--- config.mk ---
export PLATFORM = sky130hd
export DESIGN_NAME = circular_byte_queue_top_flat
export DESIGN_NICKNAME = d
export VERILOG_FILES = /design/src/sv/cbq_pkg.sv /design/src/sv/cbq_if.sv /design/src/sv/cbq_mem.sv /design/src/sv/cbq_ctrl.sv /design/src/sv/circular_byte_queue_top.sv /design/src/flat_wrapper.sv
export SDC_FILE = /design/constraint.sdc
export NUM_CORES = 1
export LEC_CHECK = 0
export ABC_AREA = 1
export BUFFER_PORTS_ARGS = -buffer_cell sky130_fd_sc_hd__buf_2
export CAP_MARGIN = 30
export CORE_MARGIN = 3
export CORE_UTILIZATION = 50
export CTS_CLUSTER_DIAMETER = 100
export CTS_CLUSTER_SIZE = 25
export DETAILED_ROUTE_END_ITERATION = 10
export GPL_ROUTABILITY_DRIVEN = 0
export PLACE_DENSITY = 0.68
export SYNTH_ARGS = -nofsm -noshare
export SYNTH_HDL_FRONTEND = slang
export SYNTH_SLANG_ARGS = --single-unit
--- constraint.sdc ---
create_clock -name clock -period 3.15 [get_ports clock]
set_input_delay 0.63 -clock clock [delete_from_list [all_inputs] [get_ports clock]]
set_output_delay 0.63 -clock clock [all_outputs]
set_load 0.005 [all_outputs]
--- src/sv/cbq_pkg.sv ---
// shared types, constants and helper functions for the circular byte queue
// no dependencies; used by every other file of the block
`default_nettype none

package cbq_pkg;

   localparam int CAPACITY = 7;
   localparam int SLOTS    = CAPACITY + 1;
   localparam int PTR_W    = $clog2(SLOTS);
   localparam int COUNT_W  = 3;
   localparam int BYTE_W   = 8;

   typedef logic [PTR_W-1:0]   ptr_type;
   typedef logic [BYTE_W-1:0]  byte_type;
   typedef logic [COUNT_W-1:0] count_type;

   typedef enum logic [2:0] {
      FUNC_ENQ   = 3'd0,
      FUNC_DEQ   = 3'd1,
      FUNC_REPL  = 3'd2,
      FUNC_QUERY = 3'd3,
      FUNC_CLEAR = 3'd4
   } func_type;

   typedef enum logic [1:0] {
      STAT_OK    = 2'd0,
      STAT_FULL  = 2'd1,
      STAT_EMPTY = 2'd2
   } status_type;

   typedef enum logic [2:0] {
      S_IDLE,
      S_EXEC,
      S_SCAN,
      S_HEAD,
      S_FIN
   } state_type;

   // one access cycle of the slot memory
   typedef struct packed {
      logic     wr_en;
      ptr_type  wr_addr;
      byte_type wr_data;
      logic     rd_en;
      ptr_type  rd_addr;
   } mem_req_type;

   function automatic ptr_type next_slot(ptr_type p);
      return (p == ptr_type'(SLOTS - 1)) ? '0 : p + ptr_type'(1);
   endfunction

   function automatic count_type ptr_count(ptr_type front, ptr_type rear);
      logic [PTR_W:0] diff;
      diff = {1'b0, rear} - {1'b0, front};
      if (rear < front) begin
         diff = diff + (PTR_W+1)'(SLOTS);
      end
      return count_type'(diff);
   endfunction

endpackage

`default_nettype wire

--- src/sv/cbq_if.sv ---
// valid/ready channel interfaces for the request and response sides
// depends on cbq_pkg for payload types
`default_nettype none

interface cbq_req_if;
   logic            valid;
   logic            ready;
   logic [2:0]      func;
   cbq_pkg::byte_type item_value;

   modport source (output valid, output func, output item_value, input ready);
   modport sink   (input valid, input func, input item_value, output ready);
endinterface

interface cbq_rsp_if;
   logic               valid;
   logic               ready;
   logic [1:0]         status;
   cbq_pkg::byte_type  out_byte;
   logic               found;
   cbq_pkg::byte_type  head_byte;
   cbq_pkg::count_type count;
   logic               is_full_flag;
   logic               is_empty_flag;

   modport source (output valid, output status, output out_byte, output found,
                   output head_byte, output count, output is_full_flag,
                   output is_empty_flag, input ready);
   modport sink   (input valid, input status, input out_byte, input found,
                   input head_byte, input count, input is_full_flag,
                   input is_empty_flag, output ready);
endinterface

`default_nettype wire

--- src/sv/cbq_mem.sv ---
// slot store: one write port and one read port with registered read data
// depends on cbq_pkg
`default_nettype none

module cbq_mem (
   input  wire logic                 clock,
   input  wire cbq_pkg::mem_req_type mem_req,
   output cbq_pkg::byte_type         rd_data
);

   cbq_pkg::byte_type slot_mem_ff [cbq_pkg::SLOTS];
   cbq_pkg::byte_type rd_data_ff;

   always_ff @(posedge clock) begin
      if (mem_req.wr_en) begin
         slot_mem_ff[mem_req.wr_addr] <= mem_req.wr_data;
      end
      // read data holds until the next read
      if (mem_req.rd_en) begin
         rd_data_ff <= slot_mem_ff[mem_req.rd_addr];
      end
   end

   assign rd_data = rd_data_ff;

endmodule

`default_nettype wire

--- src/sv/cbq_ctrl.sv ---
// sequencer for the queue: pointers, operation decode, search and response register
// depends on cbq_pkg and cbq_if; drives the slot memory through mem_req
`default_nettype none

module cbq_ctrl (
   input  wire logic                  clock,
   input  wire logic                  reset,
   cbq_req_if.sink                    req_if,
   cbq_rsp_if.source                  rsp_if,
   output cbq_pkg::mem_req_type       mem_req,
   input  wire cbq_pkg::byte_type     rd_data
);

   cbq_pkg::state_type  state_ff, state_in;
   cbq_pkg::func_type   func_ff, func_in;
   cbq_pkg::byte_type   val_ff, val_in;
   cbq_pkg::ptr_type    front_ff, front_in;
   cbq_pkg::ptr_type    rear_ff, rear_in;
   cbq_pkg::status_type status_ff, status_in;
   cbq_pkg::byte_type   out_byte_ff, out_byte_in;
   logic                found_ff, found_in;
   logic                deq_take_ff, deq_take_in;
   cbq_pkg::ptr_type    scan_addr_ff, scan_addr_in;
   cbq_pkg::count_type  issue_left_ff, issue_left_in;
   cbq_pkg::count_type  cmp_left_ff, cmp_left_in;
   logic                pend_ff, pend_in;

   logic                rsp_valid_ff, rsp_valid_in;
   cbq_pkg::status_type rsp_status_ff;
   cbq_pkg::byte_type   rsp_out_byte_ff;
   logic                rsp_found_ff;
   cbq_pkg::byte_type   rsp_head_ff;
   cbq_pkg::count_type  rsp_count_ff;
   logic                rsp_full_ff;
   logic                rsp_empty_ff;

   logic req_xfer;
   logic q_empty;
   logic q_full;
   logic scan_hit;
   logic scan_last;
   logic rsp_load;

   assign q_empty   = (front_ff == rear_ff);
   assign q_full    = (cbq_pkg::next_slot(rear_ff) == front_ff);
   assign req_xfer  = req_if.valid && (state_ff == cbq_pkg::S_IDLE);
   assign scan_hit  = pend_ff && (rd_data == val_ff);
   assign scan_last = pend_ff && (cmp_left_ff == cbq_pkg::count_type'(1));
   assign rsp_load  = (state_ff == cbq_pkg::S_FIN) && (!rsp_valid_ff || rsp_if.ready);

   // next state
   always_comb begin
      state_in = state_ff;
      unique case (state_ff)
         cbq_pkg::S_IDLE: begin
            if (req_xfer) begin
               state_in = cbq_pkg::S_EXEC;
            end
         end
         cbq_pkg::S_EXEC: begin
            if (func_ff == cbq_pkg::FUNC_QUERY && !q_empty) begin
               state_in = cbq_pkg::S_SCAN;
            end else begin
               state_in = cbq_pkg::S_HEAD;
            end
         end
         cbq_pkg::S_SCAN: begin
            if (scan_hit || scan_last) begin
               state_in = cbq_pkg::S_HEAD;
            end
         end
         cbq_pkg::S_HEAD: state_in = cbq_pkg::S_FIN;
         cbq_pkg::S_FIN: begin
            if (rsp_load) begin
               state_in = cbq_pkg::S_IDLE;
            end
         end
         default: state_in = cbq_pkg::S_IDLE;
      endcase
   end

   // datapath and memory access
   always_comb begin
      func_in       = func_ff;
      val_in        = val_ff;
      front_in      = front_ff;
      rear_in       = rear_ff;
      status_in     = status_ff;
      out_byte_in   = out_byte_ff;
      found_in      = found_ff;
      deq_take_in   = deq_take_ff;
      scan_addr_in  = scan_addr_ff;
      issue_left_in = issue_left_ff;
      cmp_left_in   = cmp_left_ff;
      pend_in       = 1'b0;
      mem_req       = '0;
      mem_req.wr_data = val_ff;

      unique case (state_ff)
         cbq_pkg::S_IDLE: begin
            if (req_xfer) begin
               func_in = cbq_pkg::func_type'(req_if.func);
               val_in  = req_if.item_value;
            end
         end
         cbq_pkg::S_EXEC: begin
            status_in   = cbq_pkg::STAT_OK;
            out_byte_in = '0;
            found_in    = 1'b0;
            deq_take_in = 1'b0;
            unique case (func_ff)
               cbq_pkg::FUNC_ENQ: begin
                  if (q_full) begin
                     status_in = cbq_pkg::STAT_FULL;
                  end else begin
                     mem_req.wr_en   = 1'b1;
                     mem_req.wr_addr = cbq_pkg::next_slot(rear_ff);
                     rear_in         = cbq_pkg::next_slot(rear_ff);
                  end
               end
               cbq_pkg::FUNC_DEQ: begin
                  if (q_empty) begin
                     status_in = cbq_pkg::STAT_EMPTY;
                  end else begin
                     mem_req.rd_en   = 1'b1;
                     mem_req.rd_addr = cbq_pkg::next_slot(front_ff);
                     front_in        = cbq_pkg::next_slot(front_ff);
                     deq_take_in     = 1'b1;
                  end
               end
               cbq_pkg::FUNC_REPL: begin
                  if (q_empty) begin
                     status_in = cbq_pkg::STAT_EMPTY;
                  end else begin
                     mem_req.wr_en   = 1'b1;
                     mem_req.wr_addr = rear_ff;
                  end
               end
               cbq_pkg::FUNC_QUERY: begin
                  if (q_empty) begin
                     status_in = cbq_pkg::STAT_EMPTY;
                  end else begin
                     scan_addr_in  = cbq_pkg::next_slot(front_ff);
                     issue_left_in = cbq_pkg::ptr_count(front_ff, rear_ff);
                     cmp_left_in   = cbq_pkg::ptr_count(front_ff, rear_ff);
                  end
               end
               cbq_pkg::FUNC_CLEAR: begin
                  if (q_empty) begin
                     status_in = cbq_pkg::STAT_EMPTY;
                  end else begin
                     front_in = rear_ff;
                  end
               end
               default: begin
               end
            endcase
         end
         cbq_pkg::S_SCAN: begin
            // reads issue one per cycle; each compare happens in the cycle after its read
            if (issue_left_ff != '0) begin
               mem_req.rd_en   = 1'b1;
               mem_req.rd_addr = scan_addr_ff;
               scan_addr_in    = cbq_pkg::next_slot(scan_addr_ff);
               issue_left_in   = issue_left_ff - cbq_pkg::count_type'(1);
               pend_in         = 1'b1;
            end
            if (pend_ff) begin
               cmp_left_in = cmp_left_ff - cbq_pkg::count_type'(1);
            end
            if (scan_hit) begin
               found_in = 1'b1;
            end
         end
         cbq_pkg::S_HEAD: begin
            if (deq_take_ff) begin
               out_byte_in = rd_data;
            end
            mem_req.rd_en   = 1'b1;
            mem_req.rd_addr = cbq_pkg::next_slot(front_ff);
         end
         cbq_pkg::S_FIN: begin
         end
         default: begin
         end
      endcase
   end

   assign rsp_valid_in = rsp_load || (rsp_valid_ff && !rsp_if.ready);

   always_ff @(posedge clock) begin
      if (reset) begin
         state_ff     <= cbq_pkg::S_IDLE;
         front_ff     <= '0;
         rear_ff      <= '0;
         rsp_valid_ff <= 1'b0;
         pend_ff      <= 1'b0;
         deq_take_ff  <= 1'b0;
      end else begin
         state_ff     <= state_in;
         front_ff     <= front_in;
         rear_ff      <= rear_in;
         rsp_valid_ff <= rsp_valid_in;
         pend_ff      <= pend_in;
         deq_take_ff  <= deq_take_in;
      end
   end

   always_ff @(posedge clock) begin
      func_ff       <= func_in;
      val_ff        <= val_in;
      status_ff     <= status_in;
      out_byte_ff   <= out_byte_in;
      found_ff      <= found_in;
      scan_addr_ff  <= scan_addr_in;
      issue_left_ff <= issue_left_in;
      cmp_left_ff   <= cmp_left_in;
      if (rsp_load) begin
         rsp_status_ff   <= status_ff;
         rsp_out_byte_ff <= out_byte_ff;
         rsp_found_ff    <= found_ff;
         rsp_head_ff     <= q_empty ? '0 : rd_data;
         rsp_count_ff    <= cbq_pkg::ptr_count(front_ff, rear_ff);
         rsp_full_ff     <= q_full;
         rsp_empty_ff    <= q_empty;
      end
   end

   assign req_if.ready         = (state_ff == cbq_pkg::S_IDLE);
   assign rsp_if.valid         = rsp_valid_ff;
   assign rsp_if.status        = rsp_status_ff;
   assign rsp_if.out_byte      = rsp_out_byte_ff;
   assign rsp_if.found         = rsp_found_ff;
   assign rsp_if.head_byte     = rsp_head_ff;
   assign rsp_if.count         = rsp_count_ff;
   assign rsp_if.is_full_flag  = rsp_full_ff;
   assign rsp_if.is_empty_flag = rsp_empty_ff;

endmodule

`default_nettype wire

--- src/sv/circular_byte_queue_top.sv ---
// Circular byte queue of 7 bytes (8 slots, one kept spare) with enqueue, dequeue,
// replace-newest, member query and clear. One request is taken at a time; each
// gives exactly one response carrying the status, the dequeued byte, the search
// result and the head byte, count and full/empty flags after the operation. A
// request passes through the execute, head-read and finish states; a member
// query on a non-empty queue also passes through a search state, which reads
// the stored slots one per cycle through the single read port of the slot
// memory and ends early when the byte is found. A new request is taken while a
// finished response still waits in the output register. No clearing pass is
// needed after reset.
// depends on cbq_pkg, cbq_if, cbq_mem and cbq_ctrl
`default_nettype none

module circular_byte_queue_top (
   input  wire logic clock,
   input  wire logic reset,
   cbq_req_if.sink   req_if,
   cbq_rsp_if.source rsp_if
);

   cbq_pkg::mem_req_type mem_req;
   cbq_pkg::byte_type    rd_data;

   cbq_ctrl u_ctrl (
      .clock   (clock),
      .reset   (reset),
      .req_if  (req_if),
      .rsp_if  (rsp_if),
      .mem_req (mem_req),
      .rd_data (rd_data)
   );

   cbq_mem u_mem (
      .clock   (clock),
      .mem_req (mem_req),
      .rd_data (rd_data)
   );

   a_flags_exclusive: assert property (@(posedge clock) disable iff (reset)
      rsp_if.valid |-> !(rsp_if.is_full_flag && rsp_if.is_empty_flag))
      else $error("full and empty flags both set");

   a_empty_count: assert property (@(posedge clock) disable iff (reset)
      rsp_if.valid |-> (rsp_if.is_empty_flag == (rsp_if.count == '0)))
      else $error("empty flag disagrees with count");

   a_full_count: assert property (@(posedge clock) disable iff (reset)
      rsp_if.valid && rsp_if.is_full_flag
         |-> (rsp_if.count == cbq_pkg::count_type'(cbq_pkg::CAPACITY)))
      else $error("full flag with count below capacity");

   a_drop_full: assert property (@(posedge clock) disable iff (reset)
      rsp_if.valid && (rsp_if.status == cbq_pkg::STAT_FULL) |-> rsp_if.is_full_flag)
      else $error("enqueue dropped while queue not full");

   a_found_ok: assert property (@(posedge clock) disable iff (reset)
      rsp_if.valid && rsp_if.found
         |-> (rsp_if.status == cbq_pkg::STAT_OK) && !rsp_if.is_empty_flag)
      else $error("search hit reported on empty queue");

endmodule

`default_nettype wire
--- src/flat_wrapper.sv ---
// flat-port wrapper written by rule: the top's interface ports become plain ports
module circular_byte_queue_top_flat 
  (clock, reset, req_if_valid, req_if_func, req_if_item_value, req_if_ready, rsp_if_valid, rsp_if_status, rsp_if_out_byte, rsp_if_found, rsp_if_head_byte, rsp_if_count, rsp_if_is_full_flag, rsp_if_is_empty_flag, rsp_if_ready);
  cbq_req_if req_if_i ();
  cbq_rsp_if rsp_if_i ();
  input  wire logic clock;
  input  wire logic reset;
  input wire logic [$bits(req_if_i.valid)-1:0] req_if_valid;
  input wire logic [$bits(req_if_i.func)-1:0] req_if_func;
  input wire logic [$bits(req_if_i.item_value)-1:0] req_if_item_value;
  output wire logic [$bits(req_if_i.ready)-1:0] req_if_ready;
  output wire logic [$bits(rsp_if_i.valid)-1:0] rsp_if_valid;
  output wire logic [$bits(rsp_if_i.status)-1:0] rsp_if_status;
  output wire logic [$bits(rsp_if_i.out_byte)-1:0] rsp_if_out_byte;
  output wire logic [$bits(rsp_if_i.found)-1:0] rsp_if_found;
  output wire logic [$bits(rsp_if_i.head_byte)-1:0] rsp_if_head_byte;
  output wire logic [$bits(rsp_if_i.count)-1:0] rsp_if_count;
  output wire logic [$bits(rsp_if_i.is_full_flag)-1:0] rsp_if_is_full_flag;
  output wire logic [$bits(rsp_if_i.is_empty_flag)-1:0] rsp_if_is_empty_flag;
  input wire logic [$bits(rsp_if_i.ready)-1:0] rsp_if_ready;
  assign req_if_i.valid = req_if_valid;
  assign req_if_i.func = req_if_func;
  assign req_if_i.item_value = req_if_item_value;
  assign req_if_ready = req_if_i.ready;
  assign rsp_if_valid = rsp_if_i.valid;
  assign rsp_if_status = rsp_if_i.status;
  assign rsp_if_out_byte = rsp_if_i.out_byte;
  assign rsp_if_found = rsp_if_i.found;
  assign rsp_if_head_byte = rsp_if_i.head_byte;
  assign rsp_if_count = rsp_if_i.count;
  assign rsp_if_is_full_flag = rsp_if_i.is_full_flag;
  assign rsp_if_is_empty_flag = rsp_if_i.is_empty_flag;
  assign rsp_if_i.ready = rsp_if_ready;
  circular_byte_queue_top u_core (.clock(clock), .reset(reset), .req_if(req_if_i), .rsp_if(rsp_if_i));
endmodule
==> impl_metrics.ini <==
[run_status]
outcome = completed

[yosys]
synth_top_family_by_area = simple AND/OR/NAND/NOR gates
synth_compound_area_share_pct = 3.65
synth_area_um2 = 5900
syn_area_per_cell_um2 = 11.5
muxShareOfSynthArea_pct = 0
synthCells = 514
yosysSeqAreaShare_pct = 68.7
yosysWarnings = 0
synthXorXnorAreaFrac_pct = 1.34
synth.distinct_cells = 29
synth_seq_cells = 139
synth_nets = 542
synthAdderAreaFrac_pct = 2.88
synthSimpleGateAreaFrac_pct = 18.5

[global_route]
overflow = 0
grt_pass1_vias = 3744
grt_max_degree = 34
antenna_found_initial = 0
grt_use_total_pct = 18.7
grt_pass1_wl_um = 18400

[clocking]
path_clk_slew_ns = 0.06
numCtsBuffers = 17
cts-resized-gates = 0
cts_setup_buffers = 0
ctsHoldBuffers = 0
clockBufferDepth = 2
clock-sinks = 139
insertion_delay_ns = 0.42
cts_max_level = 4
cts_root_buf = clkbuf_16
cts_tree = yes

[sta]
setup_viol = 0
worst_hold_slack_ns = 0.383
tns_ns = 0
relSlewSlack_pct = 53.1
setup_ws_ns = 0.461
period_share_pct = 85.4
finalHoldViolations = 0
drv_slew = 0
tightest_slew_ns = 0.702
post-route-min-period_ns = 2.69
final.setup_skew_ns = 0.00705
rsz0062_at_grt = no
fmax_mhz = 372

[layout]
drive_above_1_share_pct = 16.1
fill_cells = 886
layout.nets = 593
stdcell_count = 720
syn_to_final_growth_pct = 15.6
diodes = 0

[die]
pin_count = 41
dieArea_um2 = 13100
num_rows = 39
start_util_pct = 51.5
die_x_um = 115
core-area_um2 = 11500
die_y_um = 115

[power]
power.density_nw_per_um2 = 680
totalPowerFinal_uw = 4640
leakage_uw = 0.00273
peakVddDrop_mv = 0.596

[placement]
hpwl_um = 8020
dp_cells = 689
pre_cts_slack_ns = 0.431
port_buffers = 40

[run]
maxCapViolCount = 0

[critical_path]
cp.required_ns = 3.21
worstPathCellList = inv_1, ha_1, nand2_1, inv_1, nand3_2, inv_1, nor2_1, nand2_1, nand2_1, nand2_1, nor2_1
crit_top_cell = nand2_1
crit_fanout = 11
start_kind = flip-flop
crit_slowest_cell = nor2_1
cpPeakStageDelay_ns = 0.53
critical_path_class = reg -> reg
arrival_ns = 2.75
crit_path_end_kind = flip-flop

[detailed_routing]
dr.pass1.iters = 5
viasPerCell = 5.42
drcViolationCount = 0
routed-via-count = 3899
routedWlPerCell_um = 15.9
drt_iter0_markers = 305
drt.antenna.violating_nets = 0
wl_um = 11500

[min_path]
hold_path.class = in -> reg
-- path summary, 6_finish.rpt --
| kind | cells past startpoint | slack, ns | start | to |
|---|---|---|---|---|
| max | 11 | 0.46 | u_core.u_ctrl.front_ff[1] | u_core.u_mem.slot_mem_ff[0][5] |
| min | 1 | 0.38 | req_if_item_value[7] | u_core.u_ctrl.val_ff[7] |
| max reg2reg | 11 | 0.46 | u_core.u_ctrl.front_ff[1] | u_core.u_mem.slot_mem_ff[0][5] |
| min reg2reg | 0 | 0.42 | u_core.u_ctrl.out_byte_ff[2] | u_core.u_ctrl.rsp_if.out_byte[2] |
-- cells in the final DEF (no fill, tap or decap) --
cell type,synthesis,layout
a21oi_1,16,15
a21oi_2,0,1
a22oi_1,1,1
a31oi_1,1,1
buf_2,8,40
buf_4,3,8
bufinv_16,0,3
clkbuf_1,2,1
clkbuf_16,0,17
clkinv_1,0,2
clkinv_2,0,3
clkinvlp_4,0,4
dfxtp_1,12,12
edfxtp_1,127,127
fa_1,1,1
ha_1,12,12
inv_1,43,43
inv_2,7,7
inv_6,0,1
nand2_1,91,91
nand2_2,4,4
nand3_1,95,95
nand3_2,1,1
nand4_1,3,3
nand4_2,1,1
nor2_1,44,44
nor2_2,2,2
nor2_4,1,1
nor3_1,4,4
o21ai_0,19,19
o21ai_1,1,1
o22ai_1,1,1
o31ai_1,2,2
xnor2_1,3,3
xor2_1,6,6
-- critical path: cells and delay by family (launching register included) --
family,cells,cell delay [ns]
fa+ha+maj,1,0.30
buf+inv,3,0.34
flops,1,0.42
simple gates,7,1.26
-- layout make-up --
cell class	count	area, um^2	area share, %
Timing Repair Buffer	48	260	3.82
Multi-Input combinational cell	309	1560	22.9
Inverter	50	188	2.75
Clock inverter	13	151	2.22
Sequential cell	139	4050	59.4
Clock buffer	18	429	6.29
Tap cell	143	179	2.62
-- cells in the mapped netlist --
| cell type | count | share of area, % |
|---|---|---|
| a21oi_1 | 16 | 1.4 |
| a22oi_1 | 1 | 0.13 |
| a31oi_1 | 1 | 0.11 |
| buf_2 | 8 | 0.68 |
| buf_4 | 3 | 0.38 |
| buf_6 | 3 | 0.57 |
| clkbuf_1 | 2 | 0.13 |
| dfxtp_1 | 12 | 4.1 |
| edfxtp_1 | 127 | 65 |
| fa_1 | 1 | 0.34 |
| ha_1 | 12 | 2.5 |
| inv_1 | 43 | 2.7 |
| inv_2 | 7 | 0.45 |
| nand2_1 | 91 | 5.8 |
| nand2_2 | 4 | 0.42 |
| nand3_1 | 95 | 8.1 |
| nand3_2 | 1 | 0.17 |
| nand4_1 | 3 | 0.32 |
| nand4_2 | 1 | 0.21 |
| nor2_1 | 44 | 2.8 |
| nor2_2 | 2 | 0.21 |
| nor2_4 | 1 | 0.19 |
| nor3_1 | 4 | 0.34 |
| o21ai_0 | 19 | 1.6 |
| o21ai_1 | 1 | 0.085 |
| o22ai_1 | 1 | 0.11 |
| o31ai_1 | 2 | 0.25 |
| xnor2_1 | 3 | 0.45 |
| xor2_1 | 6 | 0.89 |
-- metrics by stage --
step / area, um^2 / utilization, %
after global routing: 6820 / 59.5
after floorplan: 5900 / -
after detailed placement: 6240 / 54.4
after CTS: 6820 / 59.5
after global placement: 6240 / 54.4
final: 6820 / 59.5
-- logic make-up (layout without fill, tap and decap cells) --
logic type      Yosys count  count (layout)
flops                   139             139
buf+inv                  66             129
compound gates           41              41
xor+xnor                  9               9
simple gates            246             246
fa+ha+maj                13              13
-- report_power, final --
part           internal, uW  leakage [uW]  switching (uW)  total (uW)
clock                  1230      0.000273             718        1950
combinational           142       0.00119             312         454
sequential             2160       0.00126            76.7        2230
total                  3530       0.00273            1110        4640
-- sequential cells by signal, summed over array words and instances, names as in the netlist, 2 cells and up --
signal / count
u_core.u_ctrl.out_byte_ff: 8
u_core.u_ctrl.rsp_if.head_byte: 8
u_core.u_ctrl.rear_ff: 3
u_core.u_ctrl.rsp_if.out_byte: 8
u_core.u_ctrl.func_ff: 3
u_core.u_ctrl.cmp_left_ff: 3
u_core.u_mem.rd_data: 8
u_core.u_mem.slot_mem_ff: 64
u_core.u_ctrl.val_ff: 8
u_core.u_ctrl.issue_left_ff: 3
u_core.u_ctrl.status_ff: 2
u_core.u_ctrl.rsp_if.status: 2
u_core.u_ctrl.scan_addr_ff: 3
u_core.u_ctrl.state_ff: 3
u_core.u_ctrl.front_ff: 3
u_core.u_ctrl.rsp_if.count: 3
-- layer usage --
layer,share of wire (%),vias up,global-route usage (%)
li1,-,1888,-
met1,43,1827,24.4
met2,48,158,29.0
met3,6.7,26,5.07
met4,2.1,0,9.03
met5,0,-,0
Power figures use the tool's default switching activity.
